[src/hdl/process_record_sorter_core_defines.svh]
// assertion macros for the process record sorter
`ifndef PROCESS_RECORD_SORTER_CORE_DEFINES_SVH
`define PROCESS_RECORD_SORTER_CORE_DEFINES_SVH
`ifndef SYNTH
`define PRS_ASSERT(label, clk, rst, prop, msg) \
   label: assert property (@(posedge clk) disable iff (rst) (prop)) else $error(msg);
`define PRS_ASSERT_NEVER(label, clk, rst, expr, msg) \
   label: assert property (@(posedge clk) disable iff (rst) !(expr)) else $error(msg);
`else
`define PRS_ASSERT(label, clk, rst, prop, msg)
`define PRS_ASSERT_NEVER(label, clk, rst, expr, msg)
`endif
`endif

[src/hdl/prs_pkg.sv]
package prs_pkg;

   // input transfer payload
   typedef struct packed {
      logic [21:0] proc_id;
      logic [21:0] parent_id;
      logic [35:0] resident_kb;
      logic [22:0] cpu_share;
      logic [7:0]  run_state;
      logic        batch_last;
   } req_type;

   // result transfer payload
   typedef struct packed {
      logic [21:0] out_proc_id;
      logic [21:0] out_parent_id;
      logic [35:0] out_resident_kb;
      logic [22:0] out_cpu_share;
      logic [7:0]  out_run_state;
      logic        out_last;
   } rsp_type;

   // one stored record
   typedef struct packed {
      logic [21:0] proc_id;
      logic [21:0] parent_id;
      logic [35:0] resident_kb;
      logic [22:0] cpu_share;
      logic [7:0]  run_state;
   } rec_type;

   typedef logic [1:0] mode_type;

   // sort key codes
   localparam mode_type MODE_CPU = 2'd0;
   localparam mode_type MODE_MEM = 2'd1;
   localparam mode_type MODE_PID = 2'd2;

   // register indexes and data width
   localparam int CSR_W = 7;
   localparam logic CSR_SORT_MODE  = 1'b0;
   localparam logic CSR_SHOW_LIMIT = 1'b1;

   // controls broadcast along the cell row
   typedef struct packed {
      logic append;
      logic sort_en;
      logic parity;
      logic shift;
      logic clear;
   } cell_ctl_type;

   // true when the earlier record a must move behind the later record b
   function automatic logic goes_after(mode_type mode, rec_type a, rec_type b);
      logic res;
      case (mode)
         MODE_MEM: res = (a.resident_kb < b.resident_kb);
         MODE_PID: res = (a.proc_id > b.proc_id);
         default:  res = (a.cpu_share < b.cpu_share);
      endcase
      return res;
   endfunction

endpackage

[src/hdl/prs_cell.sv]
module prs_cell #(
   parameter int IDX = 0
) (
   input  logic                  clock,
   input  logic                  reset,
   input  prs_pkg::cell_ctl_type ctl,
   input  prs_pkg::mode_type     mode,
   input  prs_pkg::rec_type      new_rec,
   input  prs_pkg::rec_type      lower_rec,
   input  logic                  lower_valid,
   input  logic                  lower_swap,
   input  prs_pkg::rec_type      upper_rec,
   input  logic                  upper_valid,
   output prs_pkg::rec_type      rec,
   output logic                  valid,
   output logic                  swap_up
);

   localparam logic PAR = 1'(IDX % 2);

   prs_pkg::rec_type rec_ff, rec_in;
   logic             valid_ff, valid_in;

   // compare-exchange with the upper neighbour on this cell's phase
   assign swap_up = ctl.sort_en && (ctl.parity == PAR) && valid_ff && upper_valid &&
                    prs_pkg::goes_after(mode, rec_ff, upper_rec);

   // next contents: clear, append, shift down, or exchange
   always_comb begin
      rec_in   = rec_ff;
      valid_in = valid_ff;
      if (ctl.clear) begin
         valid_in = 1'b0;
      end else if (ctl.append) begin
         if (!valid_ff && lower_valid) begin
            rec_in   = new_rec;
            valid_in = 1'b1;
         end
      end else if (ctl.shift) begin
         rec_in   = upper_rec;
         valid_in = upper_valid;
      end else if (swap_up) begin
         rec_in = upper_rec;
      end else if (lower_swap) begin
         rec_in = lower_rec;
      end
   end

   always_ff @(posedge clock) begin
      if (reset) begin
         valid_ff <= 1'b0;
      end else begin
         valid_ff <= valid_in;
      end
   end

   always_ff @(posedge clock) begin
      rec_ff <= rec_in;
   end

   assign rec   = rec_ff;
   assign valid = valid_ff;

endmodule

[config.mk]
export PLATFORM = sky130hd
export DESIGN_NAME = prs_cell
export DESIGN_NICKNAME = d
export VERILOG_FILES = /design/src/hdl/process_record_sorter_core_defines.svh /design/src/hdl/prs_pkg.sv /design/src/hdl/prs_cell.sv
export SDC_FILE = /design/constraint.sdc
export NUM_CORES = 1
export LEC_CHECK = 0
export ABC_CLOCK_PERIOD_IN_PS = 6500
export BUFFER_PORTS_ARGS = -buffer_cell sky130_fd_sc_hd__buf_2
export CAP_MARGIN = 15
export CORE_AREA = 2 2 178 180
export DETAILED_ROUTE_END_ITERATION = 8
export DIE_AREA = 0 0 180 182
export SYNTH_ARGS = -nofsm -noshare
export SYNTH_HDL_FRONTEND = slang
export SYNTH_SLANG_ARGS = --single-unit
[constraint.sdc]
create_clock -name clock -period 6.5 [get_ports clock]
set_input_delay 0.975 -clock clock [delete_from_list [all_inputs] [get_ports clock]]
set_output_delay 0.975 -clock clock [all_outputs]
set_load 0.02 [all_outputs]
After elaboration in Yosys (flattened, before gate mapping)
Cells that the tools add are included.
Widths: inputs -> output; s select.

word-level totals
  flip-flop bits (word level) = 112
  input bits = 345
  output and inout bits = 113
  word-level logic and storage cells = 34

operators by class
  magnitude comparators = 3
  equality and inequality tests = 3
  multiplexer cells = 9
  bitwise gates (word level) = 2
  reduce and logical (&&, ||, !) cells = 11

operators with widths
  cell                number
  $mux 111            5
  $lt 36x36->1        1
  $lt 23x23->1        1
  $gt 22x22->1        1
  $logic_and 1x1->1   5
  $reduce_bool 4->1   1
  $mux 1              3
  $reduce_and 3->1    1
  $eq 2x1->1 const B  1
  $eq 2x2->1 const B  1
  $ne 2x1->1 const B  1
  $not 1->1           2
  $pmux 1 s2          1
  $reduce_and 2->1    1
  $reduce_bool 2->1   1
  $reduce_or 2->1     1
  $logic_not 1->1     1

Logic depth before layout (Yosys ltp)
Gate-level depths: netlist of run 1.

  depth after elaboration = 8
  gate-level depth with buffers = 12
  gate-level depth less buffers = 10

Worst setup path before layout of run 1
No wires, ideal clock.

  path type = in2reg
  start = input port upper_rec[22] (netlist bit)
  end = register rec_ff (netlist bit rec[0]) (enable)
  library setup time = 490 ps
  arrival time = 5457 ps
  data required time = 6010 ps
  slack = 553 ps
  stages = 10
  path buffers = 0
  cell sequence = inv_1 ha_1 a211oi_1 o21ai_1 o22a_1 a211oi_2 o31ai_1 a211o_1 nor2_1 o31a_1

between the ends
  longest elaborated chain between the ends = 5

ends and longest elaborated chain
  item                                RTL line        text
  start, declared                     prs_cell.sv:12  input prs_pkg::rec_type upper_rec,
  $lt 23x23->1                        prs_pkg.sv:59   default: res = (a.cpu_share < b.cpu_share);
  $pmux 1 s2                          prs_pkg.sv:56   case (mode)
  $logic_and 1x1->1                   prs_cell.sv:25  assign swap_up = ctl.sort_en && (ctl.parity == PAR) && valid_ff && upper_valid &&
  net swap_up                         prs_cell.sv:16  output logic swap_up
  $reduce_bool 4->1 (no source line)  -
  $reduce_and 3->1 (no source line)   -
  end signal, assigned                prs_cell.sv:58  rec_ff <= rec_in;
  end, declared                       prs_cell.sv:21  prs_pkg::rec_type rec_ff, rec_in;

The timed path passes the listed nets, and every way through them passes these cells.
A chain may end at the register's enable or synchronous reset.

Final worst setup path of run 1
  start = input port upper_rec[22] (netlist bit)
  end = register rec_ff (netlist bit rec[96]) (data pin)

between the ends
  longest elaborated chain between the ends = 6

ends and longest elaborated chain
  item               RTL line        text
  $lt 23x23->1       prs_pkg.sv:59
  $pmux 1 s2         prs_pkg.sv:56
  $logic_and 1x1->1  prs_cell.sv:25
  $mux 111           prs_cell.sv:42  end else if (swap_up) begin
  $mux 111           prs_cell.sv:39  end else if (ctl.shift) begin
  $mux 111           prs_cell.sv:34  end else if (ctl.append) begin

Every way passes these cells.

==> results of run 1 <==
per-layer routing:
metal	global-route usage, %	share of wire [%]	vias up
met3	4.17	7.5	56
met4	7.54	3.0	2
met2	30.7	48	414
met1	22.9	42	3980
met5	0	0.041	-
li1	-	-	3920
registers in the layout, indices dropped and copies added, names as in the netlist:
signal and count:
valid 1, rec 111
through the flow:
stage / cells / instance area, µm² / total power (µW) / util [%] / hold slack (ps)
6_report: 1600 / 11000 / 2050 / 35.4 / 589
5_1_grt: 1600 / 11000 / 2150 / 35.4 / 602
4_1_cts: 1598 / 11000 / 2080 / 35.4 / 588
3_5_place_dp: 1582 / 10700 / 1480 / 34.4 / 576
3_3_place_gp: 1582 / 10700 / 1470 / 34.4 / 575
2_1_floorplan: 772 / 8090 / 1230 / - / 595
layout make-up:
class	count	area, µm²	share of cell area [%]
antenna	2	5.00	0.0456
inverter	87	332	3.02
timing repair buffer	465	2360	21.5
sequential	112	3350	30.6
clock buffer	9	225	2.05
tap	402	503	4.58
multi-input combinational	516	4120	37.6
clock inverter	7	72.6	0.661
power by group:
part	internal (µW)	total, µW	switching, µW
clock network	300	587	287
logic	248	572	324
registers	865	893	28.1
cells by family (layout without fill, tap and decap cells):
| kind of cell | Yosys count | in the layout | synth area share (%) |
|---|---|---|---|
| AOI/OAI and AO/OA | 294 | 294 | 30.5 |
| adders and majority gates | 81 | 81 | 12.5 |
| buffers and inverters | 144 | 568 | 7.77 |
| DFF | 112 | 112 | 41.5 |
| other | 0 | 2 | 0 |
| and+or+nand+nor | 141 | 141 | 7.70 |
synth_stat cells, drive strengths merged:
cell     instances  share of area (%)
nor3             5               0.31
nand2b           4               0.31
nor3b            4               0.37
or2              1              0.077
o21bai           1              0.093
inv             87                4.0
o31ai            3               0.28
nor2            89                4.1
a31oi           78                6.0
clkbuf          37                1.7
edfxtp         111                 41
o21ai           14               0.87
a21o             9               0.84
nor2b            1              0.077
a211oi           8               0.80
nand2           13               0.60
or3              1              0.077
nor4             3               0.23
o2111ai          1               0.11
o221a          111                 15
nand4           15                1.2
nand3            4               0.25
a211o            1               0.11
dfxtp            1               0.25
buf             20                2.0
o31a             2               0.22
a21oi           29                1.8
a221oi           1               0.11
nand4b           1               0.11
o22a            32                3.5
o21a             3               0.28
ha              81                 13
a21boi           1              0.093
worst min path at each step:
stage,startpoint,depth (start not counted),slack (ps),to
6_report,valid,2,590,valid
5_1_grt,valid,2,600,valid
4_1_cts,valid,2,590,valid
3_5_place_dp,valid,2,580,valid
3_3_place_gp,valid,2,580,valid
2_1_floorplan,valid,2,600,valid
worst max-delay path, delay by kind of cell:
family	cells	cell delay, ps
buf+inv	3	970
compound gates	8	2380
fa+ha+maj	1	330
==> impl_metrics.csv, run 1 <==
group,metric,value,unit
yosys,synth.avg_cell_area,10.5,µm²
cells_and_area,nFillCells,3167,
yosys,synth_cells,772,
critical_path,cp-startpoint,"upper_rec[22]",
cts,cts_buffer_depth,2,
routing,firstDrtPassIters,5,
cts,cts_tree,"built",
floorplan,die_w,180,µm
cells_and_area,final_nets,1617,
sta,finalCritPeriodShare,69.5,%
routing,dr_total_vias,8372,
critical_path,rr_worst_depth,9,
floorplan,io_pins,458,
global_route,grtUsageTotal,18.4,%
power_and_ir_drop,powerDensity,187,nW/µm²
cells_and_area,layout_common_cells,"457 x buf_2, 111 x o221a_1, 111 x edfxtp_1",
global_route,grt_overflow,0,
critical_path,worst_r2r_endpoint,"rec[96]",
critical_path,worstSetupEndpointType,"register",
sta,setup_viol,0,
yosys,ys_ff_latch,112,
yosys,synth_nets,1198,
global_route,grt_pass1_vias,8284,
sta,fin_tns_setup,0,ps
floorplan,rows,65,
cells_and_area,drive_gt1_share,40.7,%
routing,antenna_left,0,
placed_design,port_buffers,457,
run,max_cap_violations,0,
yosys,yosysSeqAreaShare,41.5,%
sta,drv_slew,0,
routing,vias_per_cell,5.23,
global_route,grt_pass1_wl,46900,µm
cts,h-tree-depth,3,
cells_and_area,final_common_cell,"buf_2",
critical_path,cpPeakStageDelay,880,ps
sta,postLayoutSetupSlackWorst,1980,ps
sta,max_clock_freq,221,MHz
critical_path,worstSetupEndpoint,"rec[96]",
critical_path,required,6730,ps
cts,root_buffer,"clkbuf_16",
placed_design,dp_slack,1570,ps
cts,postCtsSetupRepairBufs,0,
floorplan,coreArea,31000,µm²
sta,rsz0062_at_grt,"false",
routing,wl,31500,µm
yosys,ys.warnings.count,0,
placed_design,place_congestion,0.900,
status,status,"complete, no violations",
sta,max_slew_margin,23.2,%
critical_path,crit_type,"in -> reg",
cells_and_area,syn_to_final_growth,35.7,%
global_route,grt_max_degree,107,
critical_path,crit_slowest_cell,"o21bai_4",
global_route,antenna_found_initial,3,
sta,fin_skew,10.9,ps
yosys,syn_area,8090,µm²
sta,tightest_slew,1150,ps
floorplan,start_util,26.1,%
floorplan,dieArea,32800,µm²
cts,cts_hold_buf,0,
power_and_ir_drop,leakagePower,0.00495,µW
critical_path,cp-start-kind,"input pin",
hold_path,hold_path.class,"reg -> reg",
routing,avgRoutedWirePerCell,19.7,µm
cts,clock_latency,360,ps
critical_path,crit_fanout,72,
cts,cts_made_buffers,9,
power_and_ir_drop,ir_worst_vdd,0.105,mV
sta,finalCriticalPeriod,4520,ps
cts,clk_pin_slew,80,ps
cts,cts_sinks,112,
cts,post_cts_resized,0,
routing,first_iter_violations,499,
critical_path,critPathArrivalTime,4740,ps
critical_path,reg2reg_from,"rec[109]",
critical_path,path_cells,"buf_2, inv_1, ha_1, a211oi_1, o21ai_1, o22a_1, a211oi_2, o31ai_1, a211o_1, o21bai_4, buf_4, o221a_1",
yosys,yosysUniqueCellTypes,37,
critical_path,rrSetupSlack,2320,ps
placed_design,dp_hpwl,24500,µm
routing,drcViolationCount,0,
floorplan,die_h,182,µm
sta,hold_violations,0,
No activity file was read; power rests on OpenSTA's default activity.
==> run 2, diff against run 1 <==
--- a/config.mk
+++ b/config.mk
@@ -5,12 +5,13 @@
 export SDC_FILE = /design/constraint.sdc
 export NUM_CORES = 1
 export LEC_CHECK = 0
-export ABC_CLOCK_PERIOD_IN_PS = 6500
+export ABC_AREA = 1
+export ABC_CLOCK_PERIOD_IN_PS = 4500
 export BUFFER_PORTS_ARGS = -buffer_cell sky130_fd_sc_hd__buf_2
 export CAP_MARGIN = 15
-export CORE_AREA = 2 2 178 180
+export CORE_AREA = 2 2 177 179
 export DETAILED_ROUTE_END_ITERATION = 8
-export DIE_AREA = 0 0 180 182
+export DIE_AREA = 0 0 179 181
 export SYNTH_ARGS = -nofsm -noshare
 export SYNTH_HDL_FRONTEND = slang
 export SYNTH_SLANG_ARGS = --single-unit
==> constraint.sdc (replaced) <==
create_clock -name clock -period 4.5 [get_ports clock]
set_input_delay 0.675 -clock clock [delete_from_list [all_inputs] [get_ports clock]]
set_output_delay 0.675 -clock clock [all_outputs]
set_load 0.02 [all_outputs]
==> run 2 against run 1 <==
Register-to-register slack worse by 840 ps. Clock skew is 5.2 ps higher. Non-clock buffer count is 2 higher. First-iteration DRC count is 4.0% lower. Hold slack worse by 38 ps. Largest power group unchanged. Utilization is 3.4 points higher. Clock power is 47% higher. Area after synthesis is 9.4% higher. Setup slack worse by 960 ps. Routed wire length is 1.6% higher. Power is 45% higher.
==> impl_metrics.csv, run 2 <==
group,metric,value,unit
status,status,"complete, no violations",
run,max_cap_violations,0,
global_route,use_met2,33.1,%
critical_path,worstSetupEndpointType,"output port",
cts,root_buffer,"clkbuf_16",
placed_design,port_buffers,457,
cts,cts_made_buffers,9,
power_and_ir_drop,powerDensity,254,nW/µm²
power_and_ir_drop,pwr-share-seq,43.0,%
floorplan,rows,64,
cts,post_cts_resized,0,
critical_path,critPathArrivalTime,2810,ps
sta,drv_slew,0,
sta,tightest_slew,862,ps
routing,firstDrtPassIters,5,
yosys,synthArstFlopShare,0,%
cells_and_area,drive_gt1_share,29.2,%
yosys,yosysMostFrequentCell,"nand2_1",
routing,dr_total_vias,9434,
power_and_ir_drop,p_int,2010,µW
global_route,use_met1,23.7,%
power_and_ir_drop,swShare,32.5,%
floorplan,coreArea,30300,µm²
sta,hold_violations,0,
cells_and_area,multi_input_area,4230,µm²
routing,wl,32000,µm
sta,setup_viol,0,
placed_design,dpl.cell_count,2051,
sta,max_clock_freq,287,MHz
cells_and_area,fin_cells,2074,
cts,clk_pin_slew,80,ps
hold_path,whs_path_depth,3,
cells_and_area,syn_to_final_growth,33.1,%
routing,antenna_left,0,
cts,clock_latency,360,ps
sta,fin_tns_setup,0,ps
sta,finalCritPeriodShare,77.4,%
sta,max_slew_margin,42.6,%
critical_path,cp-start-kind,"input pin",
cells_and_area,final-seq-area,3350,µm²
yosys,yosysUniqueCellTypes,26,
yosys,synth.avg_cell_area,7.08,µm²
yosys,synth_top_cells_by_count,"419 x nand2_1, 254 x inv_1, 230 x nand3_1",
routing,first_iter_violations,479,
power_and_ir_drop,comb_power_share,28.0,%
sta,fin_skew,16.1,ps
placed_design,place_congestion,0.926,
cts,cts_tree,"built",
yosys,synth_nets,1675,
global_route,antenna_found_initial,8,
critical_path,reg2reg_from,"rec[110]",
critical_path,rr_worst_depth,15,
yosys,ys.warnings.count,0,
routing,vias_per_cell,4.55,
critical_path,rrSetupSlack,1480,ps
power_and_ir_drop,clkPwrFrac,29.0,%
floorplan,io_pins,458,
cts,h-tree-depth,3,
placed_design,dp_hpwl,24600,µm
cells_and_area,largest_reg_flops,111,
floorplan,die_h,181,µm
yosys,ys_ff_latch,112,
yosys,ys.flop_type,"edfxtp_1",
critical_path,required,3830,ps
power_and_ir_drop,ir_worst_vdd,0.198,mV
critical_path,crit_fanout,113,
floorplan,start_util,29.1,%
power_and_ir_drop,leakagePower,0.00685,µW
cts,cts_buffer_depth,2,
cells_and_area,final_common_cell,"buf_2",
floorplan,die_w,179,µm
global_route,use_met3,3.09,%
routing,avgRoutedWirePerCell,15.4,µm
hold_path,hp-start,"reset",
global_route,grt-busiest-layer,"met2",
global_route,grt_pass1_wl,48200,µm
cells_and_area,nFillCells,3276,
yosys,yosysTopAreaCell,"edfxtp_1",
critical_path,cp-startpoint,"upper_rec[110]",
sta,rsz0062_at_grt,"false",
floorplan,dieArea,32400,µm²
yosys,synth_cells,1249,
sta,finalCriticalPeriod,3480,ps
global_route,grtUsageTotal,19.1,%
cells_and_area,final_nets,2092,
hold_path,hold_path.class,"in -> reg",
global_route,grt_overflow,0,
cts,cts_hold_buf,0,
cts,postCtsSetupRepairBufs,0,
yosys,synth_area_leaders,"edfxtp_1 38%, nand2_1 18%, nand3_1 13%",
yosys,yosysTopAreaCellShare,37.7,%
cells_and_area,layout_common_cells,"456 x buf_2, 419 x nand2_1, 252 x inv_1",
yosys,syn_area,8840,µm²
yosys,synth_edf_count,111,
routing,drcViolationCount,0,
power_and_ir_drop,p_sw,969,µW
global_route,grt_max_degree,114,
cts,cts_sinks,112,
yosys,yosysSeqAreaShare,37.9,%
critical_path,crit_type,"in -> out",
global_route,grt_pass1_vias,9070,
[run 2: layer usage]
| layer | vias up | wire [µm] |
|---|---|---|
| li1 | 4779 | - |
| met1 | 4212 | 13100 |
| met2 | 393 | 15700 |
| met3 | 48 | 2370 |
| met4 | 2 | 752 |
| met5 | - | 13 |
[run 2: layout make-up]
cell class / instances / area share (%)
Timing Repair Buffer: 467 / 20.5
Multi-Input combinational cell: 822 / 35.9
Clock inverter: 7 / 0.659
Clock buffer: 9 / 1.91
Inverter: 254 / 8.14
Antenna cell: 7 / 0.149
Tap cell: 396 / 4.21
Sequential cell: 112 / 28.5
[run 2: critical path: stages]
cell and delay [ps]:
buf_2 80, inv_1 60, ha_1 300, nand2_1 60, nor2_1 160, nand2_1 100, nor2_1 200, a21boi_1 120
a21oi_2 170, nand2_2 80, nand3_4 90, buf_12 380, inv_1 70, buf_2 170
[run 2: worst paths after layout]
check | endpoint
setup reg to reg | rec[86]
setup / recovery | swap_up
hold reg to reg | valid
hold / removal | valid
[run 2: cell families after synthesis]
kind of cell    count (synthesis)  synth area share [%]
buf+inv                       315                  14.5
fa+ha+maj                      81                  11.5
simple gates                  691                  33.1
compound gates                 50                  3.10
flops                         112                  37.9
[run 2: power groups by stage]
stage / sequential (µW) / combinational, µW / clock, µW
2_1_floorplan: 1390 / 398 / 0
3_3_place_gp: 1300 / 832 / 0
3_5_place_dp: 1310 / 839 / 0
4_1_cts: 1280 / 842 / 897
5_1_grt: 1290 / 940 / 926
6_report: 1280 / 836 / 865
[run 2: metrics by stage]
| stage | total power [µW] | utilization (%) | setup slack [ps] | hold slack (ps) | area (µm²) |
|---|---|---|---|---|---|
| finish | 2980 | 38.8 | 1020 | 551 | 11800 |
| global route | 3160 | 38.8 | 765 | 551 | 11800 |
| CTS | 3020 | 38.7 | 988 | 527 | 11800 |
| detailed placement | 2150 | 37.7 | 1010 | 609 | 11500 |
| global placement | 2140 | 37.7 | 1000 | 589 | 11500 |
| floorplan | 1790 | - | 209 | 646 | 8860 |
